<file path="src/rtl/srq_pkg.sv">
// Types and codes for the sorted ready queue
`default_nettype none

package srq_pkg;

  // Request kinds carried on the input tuser
  typedef enum logic [1:0] {
    KIND_ENQ  = 2'd0,
    KIND_DEQ  = 2'd1,
    KIND_PEEK = 2'd2
  } kind_e;

  // Result status carried on the output tuser
  typedef enum logic [1:0] {
    STAT_OK    = 2'd0,
    STAT_FULL  = 2'd1,
    STAT_EMPTY = 2'd2
  } stat_e;

  // Insertion order
  typedef enum logic [1:0] {
    MODE_FIFO = 2'd0,
    MODE_PRIO = 2'd1,
    MODE_SJF  = 2'd2,
    MODE_SRTF = 2'd3
  } mode_e;

  // Sequencer states
  typedef enum logic [1:0] {
    ST_IDLE,
    ST_SCAN,
    ST_HEAD,
    ST_FIN
  } state_e;

  // Process record; id in the low bits, matching the tdata layout
  typedef struct packed {
    logic [15:0] remain;
    logic [15:0] burst;
    logic [7:0]  prio;
    logic [7:0]  id;
  } rec_t;

  localparam int unsigned REC_W = $bits(rec_t);
  localparam int unsigned OCC_W = 5;

endpackage

`default_nettype wire

</file>
<file path="src/rtl/sorted_ready_queue.sv">
// Sorted ready queue of process records: top level with the insertion sequencer
//
// Input channel s_*: one beat is one request. s_tuser holds the kind (enqueue,
// dequeue head, peek head), s_tdata the record to enqueue. Output channel m_*:
// one beat per request, m_tuser the status, m_tdata the returned record and the
// occupancy after the request. cfg_we/cfg_wdata write the order mode; the user
// must write it only while idle, as the block itself does not enforce this.
// Records sit in a circular buffer in one memory; dequeue moves the head pointer.
// An enqueue walks the queue from the head through the memory read port and the
// key comparator, one entry per cycle, and ripples the displaced records one slot
// toward the tail through the write port, reading each entry ahead of its compare
// and ending with a tail write. One request is in work at a time; s_tready is
// high only idle. The output register holds a result while the receiver stalls,
// and the next request is accepted meanwhile; its result waits until that beat
// is taken. Reset empties the queue, sets fifo order and drops any pending result.
`default_nettype none

module sorted_ready_queue
  import srq_pkg::*;
#(
  parameter int unsigned DEPTH = 16
) (
  input  wire logic        clk,
  input  wire logic        rst,
  // request
  input  wire logic        s_tvalid,
  output logic             s_tready,
  input  wire logic [47:0] s_tdata,   // proc_id, prio_in, burst_in, remain_in
  input  wire logic [1:0]  s_tuser,   // kind
  // result
  output logic             m_tvalid,
  input  wire logic        m_tready,
  output logic [55:0]      m_tdata,   // out_id, out_prio, out_burst, out_remain,
                                      // occupancy, zero pad
  output logic [1:0]       m_tuser,   // status
  // configuration
  input  wire logic        cfg_we,
  input  wire logic [1:0]  cfg_wdata  // order_mode
);

  localparam int unsigned AW = (DEPTH > 1) ? $clog2(DEPTH) : 1;
  localparam int unsigned CW = $clog2(DEPTH + 1);

  // logical index to physical address, wrapping at DEPTH
  function automatic logic [AW-1:0] to_phys(logic [AW-1:0] base, logic [CW-1:0] idx);
    logic [AW:0] sum;
    sum = {1'b0, base} + (AW+1)'(idx);
    if (sum >= (AW+1)'(DEPTH)) begin
      sum = sum - (AW+1)'(DEPTH);
    end
    return sum[AW-1:0];
  endfunction

  state_e        state, state_next;
  mode_e         mode;
  logic [CW-1:0] fill, fill_next;
  logic [AW-1:0] head, head_next;
  logic [CW-1:0] rd_idx, rd_idx_next;
  logic [CW-1:0] wr_idx, wr_idx_next;
  logic          pend, pend_next;
  logic          ins, ins_next;
  logic          deq, deq_next;
  rec_t          cand, cand_next;
  rec_t          carry, carry_next;
  rec_t          res_rec, res_rec_next;
  stat_e         res_stat, res_stat_next;
  logic          load_out;

  logic          we;
  logic [AW-1:0] waddr;
  rec_t          wdata;
  logic [AW-1:0] raddr;
  rec_t          rdata;
  logic          after;

  srq_store #(
    .DEPTH (DEPTH),
    .AW    (AW)
  ) u_store (
    .clk   (clk),
    .we    (we),
    .waddr (waddr),
    .wdata (wdata),
    .raddr (raddr),
    .rdata (rdata)
  );

  srq_rank u_rank (
    .mode  (mode),
    .slot  (rdata),
    .cand  (cand),
    .after (after)
  );

  // control registers
  always_ff @(posedge clk) begin
    if (rst) begin
      state  <= ST_IDLE;
      fill   <= '0;
      head   <= '0;
      rd_idx <= '0;
      wr_idx <= '0;
      pend   <= 1'b0;
      ins    <= 1'b0;
      deq    <= 1'b0;
    end else begin
      state  <= state_next;
      fill   <= fill_next;
      head   <= head_next;
      rd_idx <= rd_idx_next;
      wr_idx <= wr_idx_next;
      pend   <= pend_next;
      ins    <= ins_next;
      deq    <= deq_next;
    end
  end

  // payload registers
  always_ff @(posedge clk) begin
    cand     <= cand_next;
    carry    <= carry_next;
    res_rec  <= res_rec_next;
    res_stat <= res_stat_next;
  end

  // order mode register
  always_ff @(posedge clk) begin
    if (rst) begin
      mode <= MODE_FIFO;
    end else if (cfg_we) begin
      mode <= mode_e'(cfg_wdata);
    end
  end

  // sequencer
  always_comb begin
    state_next    = state;
    fill_next     = fill;
    head_next     = head;
    rd_idx_next   = rd_idx;
    wr_idx_next   = wr_idx;
    pend_next     = pend;
    ins_next      = ins;
    deq_next      = deq;
    cand_next     = cand;
    carry_next    = carry;
    res_rec_next  = res_rec;
    res_stat_next = res_stat;
    load_out      = 1'b0;
    s_tready      = (state == ST_IDLE);
    we            = 1'b0;
    waddr         = to_phys(head, wr_idx);
    wdata         = cand;
    raddr         = head;

    unique case (state)
      ST_IDLE: begin
        if (s_tvalid) begin
          res_rec_next  = '0;
          res_stat_next = STAT_OK;
          unique case (s_tuser)
            KIND_ENQ: begin
              if (fill == CW'(DEPTH)) begin
                res_stat_next = STAT_FULL;
                state_next    = ST_FIN;
              end else begin
                cand_next   = rec_t'(s_tdata);
                rd_idx_next = '0;
                wr_idx_next = '0;
                pend_next   = 1'b0;
                ins_next    = 1'b0;
                state_next  = ST_SCAN;
              end
            end
            KIND_DEQ, KIND_PEEK: begin
              deq_next = (s_tuser == KIND_DEQ);
              if (fill == '0) begin
                res_stat_next = STAT_EMPTY;
                state_next    = ST_FIN;
              end else begin
                // head read is issued this cycle
                state_next = ST_HEAD;
              end
            end
            default: begin
              state_next = ST_FIN;
            end
          endcase
        end
      end

      ST_SCAN: begin
        // issue read of the next entry
        raddr = to_phys(head, rd_idx);
        if (rd_idx != fill) begin
          rd_idx_next = rd_idx + CW'(1);
          pend_next   = 1'b1;
        end else begin
          pend_next = 1'b0;
        end
        priority if (pend) begin
          // entry at wr_idx is back: insert, shift or pass
          wr_idx_next = wr_idx + CW'(1);
          carry_next  = rdata;
          if (ins) begin
            we    = 1'b1;
            wdata = carry;
          end else if (after) begin
            we       = 1'b1;
            wdata    = cand;
            ins_next = 1'b1;
          end
        end else if (rd_idx == fill) begin
          // tail slot gets the last displaced record or the new one
          we         = 1'b1;
          wdata      = ins ? carry : cand;
          fill_next  = fill + CW'(1);
          state_next = ST_FIN;
        end
      end

      ST_HEAD: begin
        res_rec_next = rdata;
        if (deq) begin
          head_next = to_phys(head, CW'(1));
          fill_next = fill - CW'(1);
        end
        state_next = ST_FIN;
      end

      ST_FIN: begin
        if (!m_tvalid || m_tready) begin
          load_out   = 1'b1;
          state_next = ST_IDLE;
        end
      end
    endcase
  end

  // output register
  always_ff @(posedge clk) begin
    if (rst) begin
      m_tvalid <= 1'b0;
    end else if (load_out) begin
      m_tvalid <= 1'b1;
    end else if (m_tready) begin
      m_tvalid <= 1'b0;
    end
  end

  always_ff @(posedge clk) begin
    if (load_out) begin
      m_tdata <= {3'b000, OCC_W'(fill), res_rec};
      m_tuser <= res_stat;
    end
  end

endmodule

`default_nettype wire

</file>
<file path="src/rtl/srq_store.sv">
// Record memory: one write port, one registered read port
`default_nettype none

module srq_store
  import srq_pkg::*;
#(
  parameter int unsigned DEPTH = 16,
  parameter int unsigned AW    = 4
) (
  input  wire logic          clk,
  input  wire logic          we,
  input  wire logic [AW-1:0] waddr,
  input  wire rec_t          wdata,
  input  wire logic [AW-1:0] raddr,
  output rec_t               rdata
);

  rec_t mem [DEPTH];

  // write port
  always_ff @(posedge clk) begin
    if (we) begin
      mem[waddr] <= wdata;
    end
  end

  // registered read port
  always_ff @(posedge clk) begin
    rdata <= mem[raddr];
  end

endmodule

`default_nettype wire

</file>
<file path="src/rtl/srq_rank.sv">
// Key compare unit: does a queued record rank after the new one
`default_nettype none

module srq_rank
  import srq_pkg::*;
(
  input  wire mode_e mode,
  input  wire rec_t  slot,
  input  wire rec_t  cand,
  output logic       after
);

  // strict compare keeps arrival order among equal keys
  always_comb begin
    unique case (mode)
      MODE_FIFO: after = 1'b0;
      MODE_PRIO: after = (slot.prio < cand.prio);
      MODE_SJF:  after = (slot.burst > cand.burst);
      MODE_SRTF: after = (slot.remain > cand.remain);
    endcase
  end

endmodule

`default_nettype wire

</file>
<file path="config.mk">
export PLATFORM = sky130hd
export DESIGN_NAME = sorted_ready_queue
export DESIGN_NICKNAME = d
export VERILOG_FILES = /design/src/rtl/srq_pkg.sv /design/src/rtl/sorted_ready_queue.sv /design/src/rtl/srq_store.sv /design/src/rtl/srq_rank.sv
export SDC_FILE = /design/constraint.sdc
export NUM_CORES = 1
export LEC_CHECK = 0
export BUFFER_PORTS_ARGS = -buffer_cell sky130_fd_sc_hd__buf_2
export CAP_MARGIN = 20
export CORE_MARGIN = 2
export CORE_UTILIZATION = 40
export CTS_CLUSTER_DIAMETER = 100
export DETAILED_ROUTE_END_ITERATION = 6
export SETUP_SLACK_MARGIN = 0.15
export SYNTH_ARGS = -nofsm -noshare
export SYNTH_HDL_FRONTEND = slang
export SYNTH_SLANG_ARGS = --single-unit
</file>
<file path="constraint.sdc">
create_clock -name clk -period 8.9 [get_ports clk]
set_clock_uncertainty 0.2 [all_clocks]
set_input_delay 0.445 -clock clk [delete_from_list [all_inputs] [get_ports clk]]
set_output_delay 0.445 -clock clk [all_outputs]
set_load 0.05 [all_outputs]
</file>
==> key figures <==
Synth
  – Syn_area_per_cell: 21.17 µm²
  – Share of synthesized area occupied by flip-flops and latches: between 70 and 80%
  – Number of enable flip-flop cells after synthesis: between 900 and 1k
  – FFs w/ async S/R, synth: 0%
  – Cell area after synthesis: about 0.04 mm²
  – Commonest register cell after synthesis: sky130_fd_sc_hd__edfxtp_1
  – Count of state elements after synthesis: 1043
  – Unique cell type count in the Yosys netlist: 54
  – Count of mapped cells out of synthesis: 1885
  – Total of warnings raised by yosys: 0

Power
  – Internal power consumption: between 9000 and 10000 µW
  – Total power after layout: about 12000 µW
  – Switching Power: about 3000 µW
  – Peak supply drop: around 0.00018 V
  – Share of total power in sequential cells: slightly below 50%
  – Pwr dens: 261.3 mW/mm²
  – Leak pwr: 0.01617 µW
  – Clock share of power: a little under two fifths
  – Combinational cell fraction of total power: ~13%
  – Sw frac: ~25%

Clock tree
  – Clock transition time at the flip-flop clock pins of the worst setup and hold paths: about 0.060 ns
  – Clock buffer depth: 3
  – Total CTS buffers: ~110
  – Post_cts resized: 0
  – CTS tree: built
  – # Post-CTS Setup Buffers: 0
  – Clock insertion delay at the later pin of the skew report: 0.68 ns
  – Count of clock tree sinks: between 1k and 1.5k
  – Root buffer cell: sky130_fd_sc_hd__clkbuf_16
  – Count of H-tree levels built during CTS: 3

Route
  – Total wire length: 89.68 mm
  – Iteration-0 DRC Markers: between 1.5k and 2k
  – Vias per inst: between 5 and 6
  – Average wire length per cell after detail routing: 25.53 µm
  – Total number of vias: 18.86k
  – Count of antenna-violating nets left after detailed routing: 0
  – Detailed Routing Iterations Pass 1: 5
  – Detailed-route DRC error count: 0

Worst setup path
  – Launch point of the worst reg-to-reg path: cand[9]$_DFFE_PP_
  – Standard cell with the maximum stage delay on the critical path: sky130_fd_sc_hd__buf_4
  – Crit. End Element: flip-flop
  – Crit Path Max Fanout: 40
  – FF-to-FF End: u_store.mem[5][41]$_DFFE_PP_
  – Worst Setup Start Kind: flip-flop
  – Buffers plus inverters on the worst setup path: 2
  – FF-to-FF path depth: 8
  – Worst Setup Path Type: flip-flop to flip-flop
  – Crit path DAT: about 4.8 ns
  – Cells traversed along the worst timing path: inv_1 -> ha_1 -> a2111oi_0 -> o31ai_1 -> a21oi_1 -> a41oi_4 -> nor3_2 -> buf_4
  – Category of cells accounting for the largest share of critical-path delay: compound AO/OA/AOI/OAI gates
  – Required time at the endpoint of the critical path: 8.98 ns
  – Delay of the slowest cell on the worst path: ~0.79 ns
  – Flop-to-flop setup slack: ~4.2 ns

Timing
  – Min cycle time layout: 4.691 ns
  – Min Hold Slack: about 0.057 ns
  – Max-slew violation total from the final report: 0
  – Maximum clock frequency: approximately 210 MHz
  – Transition time of the tightest slew-check pin: 1.073 ns
  – Period utilization: approximately 53%
  – Hold Fails Final Rpt: 0
  – Final setup violation count: 0
  – Setup repair after global routing missed its margin: no
  – Max_slew headroom: a little over a quarter
  – Setup TNS: 0 ns

GRT
  – Number of global-route vias before repair: roughly 20k
  – Global-route wire length before repair: roughly 130 mm
  – Pin count of the biggest net entering global routing: about 140
  – Global routing usage summed across all routing layers: about 18%
  – Leftover overflow at the end of global routing: 0
  – Initial antenna violation count: 1

Floorplan
  – Initial standard-cell utilization of the core: between 40 and 50%
  – Die outline area: 0.1023 mm²
  – Row count: roughly 120
  – Horizontal die dimension: ~320 µm
  – Floorplan core area: a little under 0.1 mm²
  – Y dimension of the die: 319.8 µm
  – Top-level port count: between 100 and 150

Job
  – Max cap viols: 0

Layout
  – Fraction of layout cells with a size suffix above 1: 26.11%
  – Post-layout net count: roughly 2.3k
  – Area Growth Syn to Fin: 16.60%

Min path
  – Worst hold path cell count: 2
  – Hold Crit Class: input pin to flip-flop
  – Endpoint with the worst hold slack: res_stat[0]$_DFFE_PP_
  – Beginning of the worst hold path: s_tvalid

Place
  – Half-perimeter wire length of the detailed placement result: around 46 mm
  – Placer Congestion: roughly 0.75
  – PortBufs: around 110

Outcome
  – Status: complete, no violations
-- cell families (layout without fill, tap and decap cells) --
logic type | Yosys count | after routing | share of synthesized area [%]
AOI/OAI and AO/OA | 68 | 68 | 1.157
xor gates and xnor gates | 24 | 24 | 0.5268
adders and majority gates | 61 | 61 | 1.969
buffers and inverters | 131 | 469 | 1.464
DFF | 1043 | 1043 | 76.63
muxes | 392 | 392 | 16.01
other | 1 | 4 | 0.009398
and+or+nand+nor | 165 | 165 | 2.232
-- placed cells by master, fill, tap and decap left out, types with 8 or more instances in the layout --
cell type	n
sky130_fd_sc_hd__edfxtp_1	969
sky130_fd_sc_hd__clkbuf_1	18
sky130_fd_sc_hd__ha_1	57
sky130_fd_sc_hd__inv_1	53
sky130_fd_sc_hd__nor2_1	32
sky130_fd_sc_hd__nand2_1	26
sky130_fd_sc_hd__clkinv_1	22
sky130_fd_sc_hd__mux2_1	10
sky130_fd_sc_hd__xnor2_1	8
sky130_fd_sc_hd__nand3_1	8
sky130_fd_sc_hd__clkinv_2	16
sky130_fd_sc_hd__clkbuf_16	108
sky130_fd_sc_hd__nor3_2	9
sky130_fd_sc_hd__xor2_1	15
sky130_fd_sc_hd__clkbuf_8	11
sky130_fd_sc_hd__mux4_2	192
sky130_fd_sc_hd__a21o_1	8
sky130_fd_sc_hd__o21ai_0	8
sky130_fd_sc_hd__buf_4	40
sky130_fd_sc_hd__bufinv_16	15
sky130_fd_sc_hd__and2_1	47
sky130_fd_sc_hd__mux2i_1	150
sky130_fd_sc_hd__buf_2	113
sky130_fd_sc_hd__dfxtp_1	74
sky130_fd_sc_hd__dlygate4sd3_1	57
sky130_fd_sc_hd__a21oi_1	24
sky130_fd_sc_hd__mux2_2	39
-- power groups by stage --
stage	combinational, µW	sequential [µW]	clock [µW]
6_report	1570	6000	4590
5_1_grt	1710	6030	4880
4_1_cts	1600	6000	4690
3_5_place_dp	1570	6100	0
3_3_place_gp	1550	6080	0
2_1_floorplan	945	6150	0
-- metrics by stage --
stage                     setup WS, ns  util, %  instance area, µm²  instances
final                            4.209    47.21               46530       3513
after CTS                        4.199    47.10               46430       3508
after global routing             3.998    47.20               46520       3512
after global placement           4.406    42.82               42200       3251
after detailed placement         4.280    42.82               42200       3251
after floorplan                  1.697        -               39910       1887
-- flip-flops by register name, summed over array words and instances (netlist names) --
signal	cells
mode	2
pend	1
state	2
m_tuser	2
deq	1
carry	48
fill	5
cand	48
u_store.mem	768
rd_idx	5
m_tvalid	1
wr_idx	4
ins	1
head	4
u_store.rdata	48
res_rec	48
m_tdata	53
res_stat	2
-- final cells by class --
type	count	area (µm²)
fill	8049	52040
sequential	1043	30580
multi-input combinational	713	8926
clock buffer	137	2922
tap	1287	1610
timing repair buffer	215	1554
clock inverter	63	730.7
inverter	54	202.7
antenna	1	2.502
-- worst max path at each step --
stage | startpoint | endpoint | slack (ns) | cells past startpoint
floorplan | cand[43]$_DFFE_PP_ | u_store.mem[0][0]$_DFFE_PP_ | 1.70 | 8
global placement | cand[9]$_DFFE_PP_ | u_store.mem[5][3]$_DFFE_PP_ | 4.41 | 8
detailed placement | cand[9]$_DFFE_PP_ | u_store.mem[1][2]$_DFFE_PP_ | 4.28 | 8
CTS | cand[9]$_DFFE_PP_ | u_store.mem[5][41]$_DFFE_PP_ | 4.20 | 8
global route | cand[9]$_DFFE_PP_ | u_store.mem[5][37]$_DFFE_PP_ | 4.00 | 8
finish | cand[9]$_DFFE_PP_ | u_store.mem[5][41]$_DFFE_PP_ | 4.21 | 8
-- cells in the mapped netlist (2+ instances only) --
| cell | count | area [µm²] |
|---|---|---|
| sky130_fd_sc_hd__and3_1 | 2 | 12.51 |
| sky130_fd_sc_hd__buf_6 | 3 | 33.78 |
| sky130_fd_sc_hd__o21ai_0 | 9 | 45.04 |
| sky130_fd_sc_hd__or2_2 | 2 | 12.51 |
| sky130_fd_sc_hd__a21o_1 | 8 | 60.06 |
| sky130_fd_sc_hd__mux2i_1 | 151 | 1511 |
| sky130_fd_sc_hd__o21a_1 | 2 | 15.01 |
| sky130_fd_sc_hd__buf_4 | 3 | 22.52 |
| sky130_fd_sc_hd__nor4_2 | 2 | 25.02 |
| sky130_fd_sc_hd__clkbuf_1 | 18 | 67.56 |
| sky130_fd_sc_hd__a21oi_1 | 25 | 125.1 |
| sky130_fd_sc_hd__a2111oi_0 | 2 | 17.52 |
| sky130_fd_sc_hd__nor4_1 | 7 | 43.79 |
| sky130_fd_sc_hd__nand4_1 | 7 | 43.79 |
| sky130_fd_sc_hd__o211ai_1 | 3 | 22.52 |
| sky130_fd_sc_hd__xor2_1 | 15 | 131.4 |
| sky130_fd_sc_hd__mux2_1 | 10 | 112.6 |
| sky130_fd_sc_hd__buf_1 | 6 | 22.52 |
| sky130_fd_sc_hd__nand3_1 | 8 | 40.04 |
| sky130_fd_sc_hd__nor2_1 | 33 | 123.9 |
| sky130_fd_sc_hd__a211oi_1 | 2 | 15.01 |
| sky130_fd_sc_hd__and2_1 | 47 | 294.0 |
| sky130_fd_sc_hd__nor2b_1 | 4 | 25.02 |
| sky130_fd_sc_hd__a211o_1 | 2 | 17.52 |
| sky130_fd_sc_hd__fa_1 | 3 | 60.06 |
| sky130_fd_sc_hd__a22oi_1 | 2 | 15.01 |
| sky130_fd_sc_hd__edfxtp_1 | 969 | 29100 |
| sky130_fd_sc_hd__ha_1 | 58 | 725.7 |
| sky130_fd_sc_hd__nand2_1 | 27 | 101.4 |
| sky130_fd_sc_hd__nand2b_1 | 7 | 43.79 |
| sky130_fd_sc_hd__inv_1 | 54 | 202.7 |
| sky130_fd_sc_hd__mux2_2 | 39 | 439.2 |
| sky130_fd_sc_hd__xnor2_1 | 9 | 78.83 |
| sky130_fd_sc_hd__mux4_2 | 192 | 4324 |
| sky130_fd_sc_hd__and4_1 | 3 | 26.28 |
| sky130_fd_sc_hd__a41oi_1 | 2 | 17.52 |
| sky130_fd_sc_hd__nor3_1 | 9 | 45.04 |
| sky130_fd_sc_hd__or3_1 | 4 | 25.02 |
| sky130_fd_sc_hd__dfxtp_1 | 74 | 1481 |
| sky130_fd_sc_hd__o21bai_1 | 2 | 15.01 |
| sky130_fd_sc_hd__buf_2 | 47 | 235.2 |
-- layer usage --
metal	vias up	track usage [%]	part of all wire [%]
met5	-	0	0
met4	0	4.822	2.1
met3	116	2.292	4.8
met2	515	29.40	49
met1	10080	24.52	44
li1	8149	-	-
-- what timing repair did --
| action | CTS | global route |
|---|---|---|
| hold buffers | 57 | 0 |
| endpoints found under the hold margin | 56 | 0 |
| setup endpoints to repair | 0 | 0 |
Power figures use the tool's default switching activity.
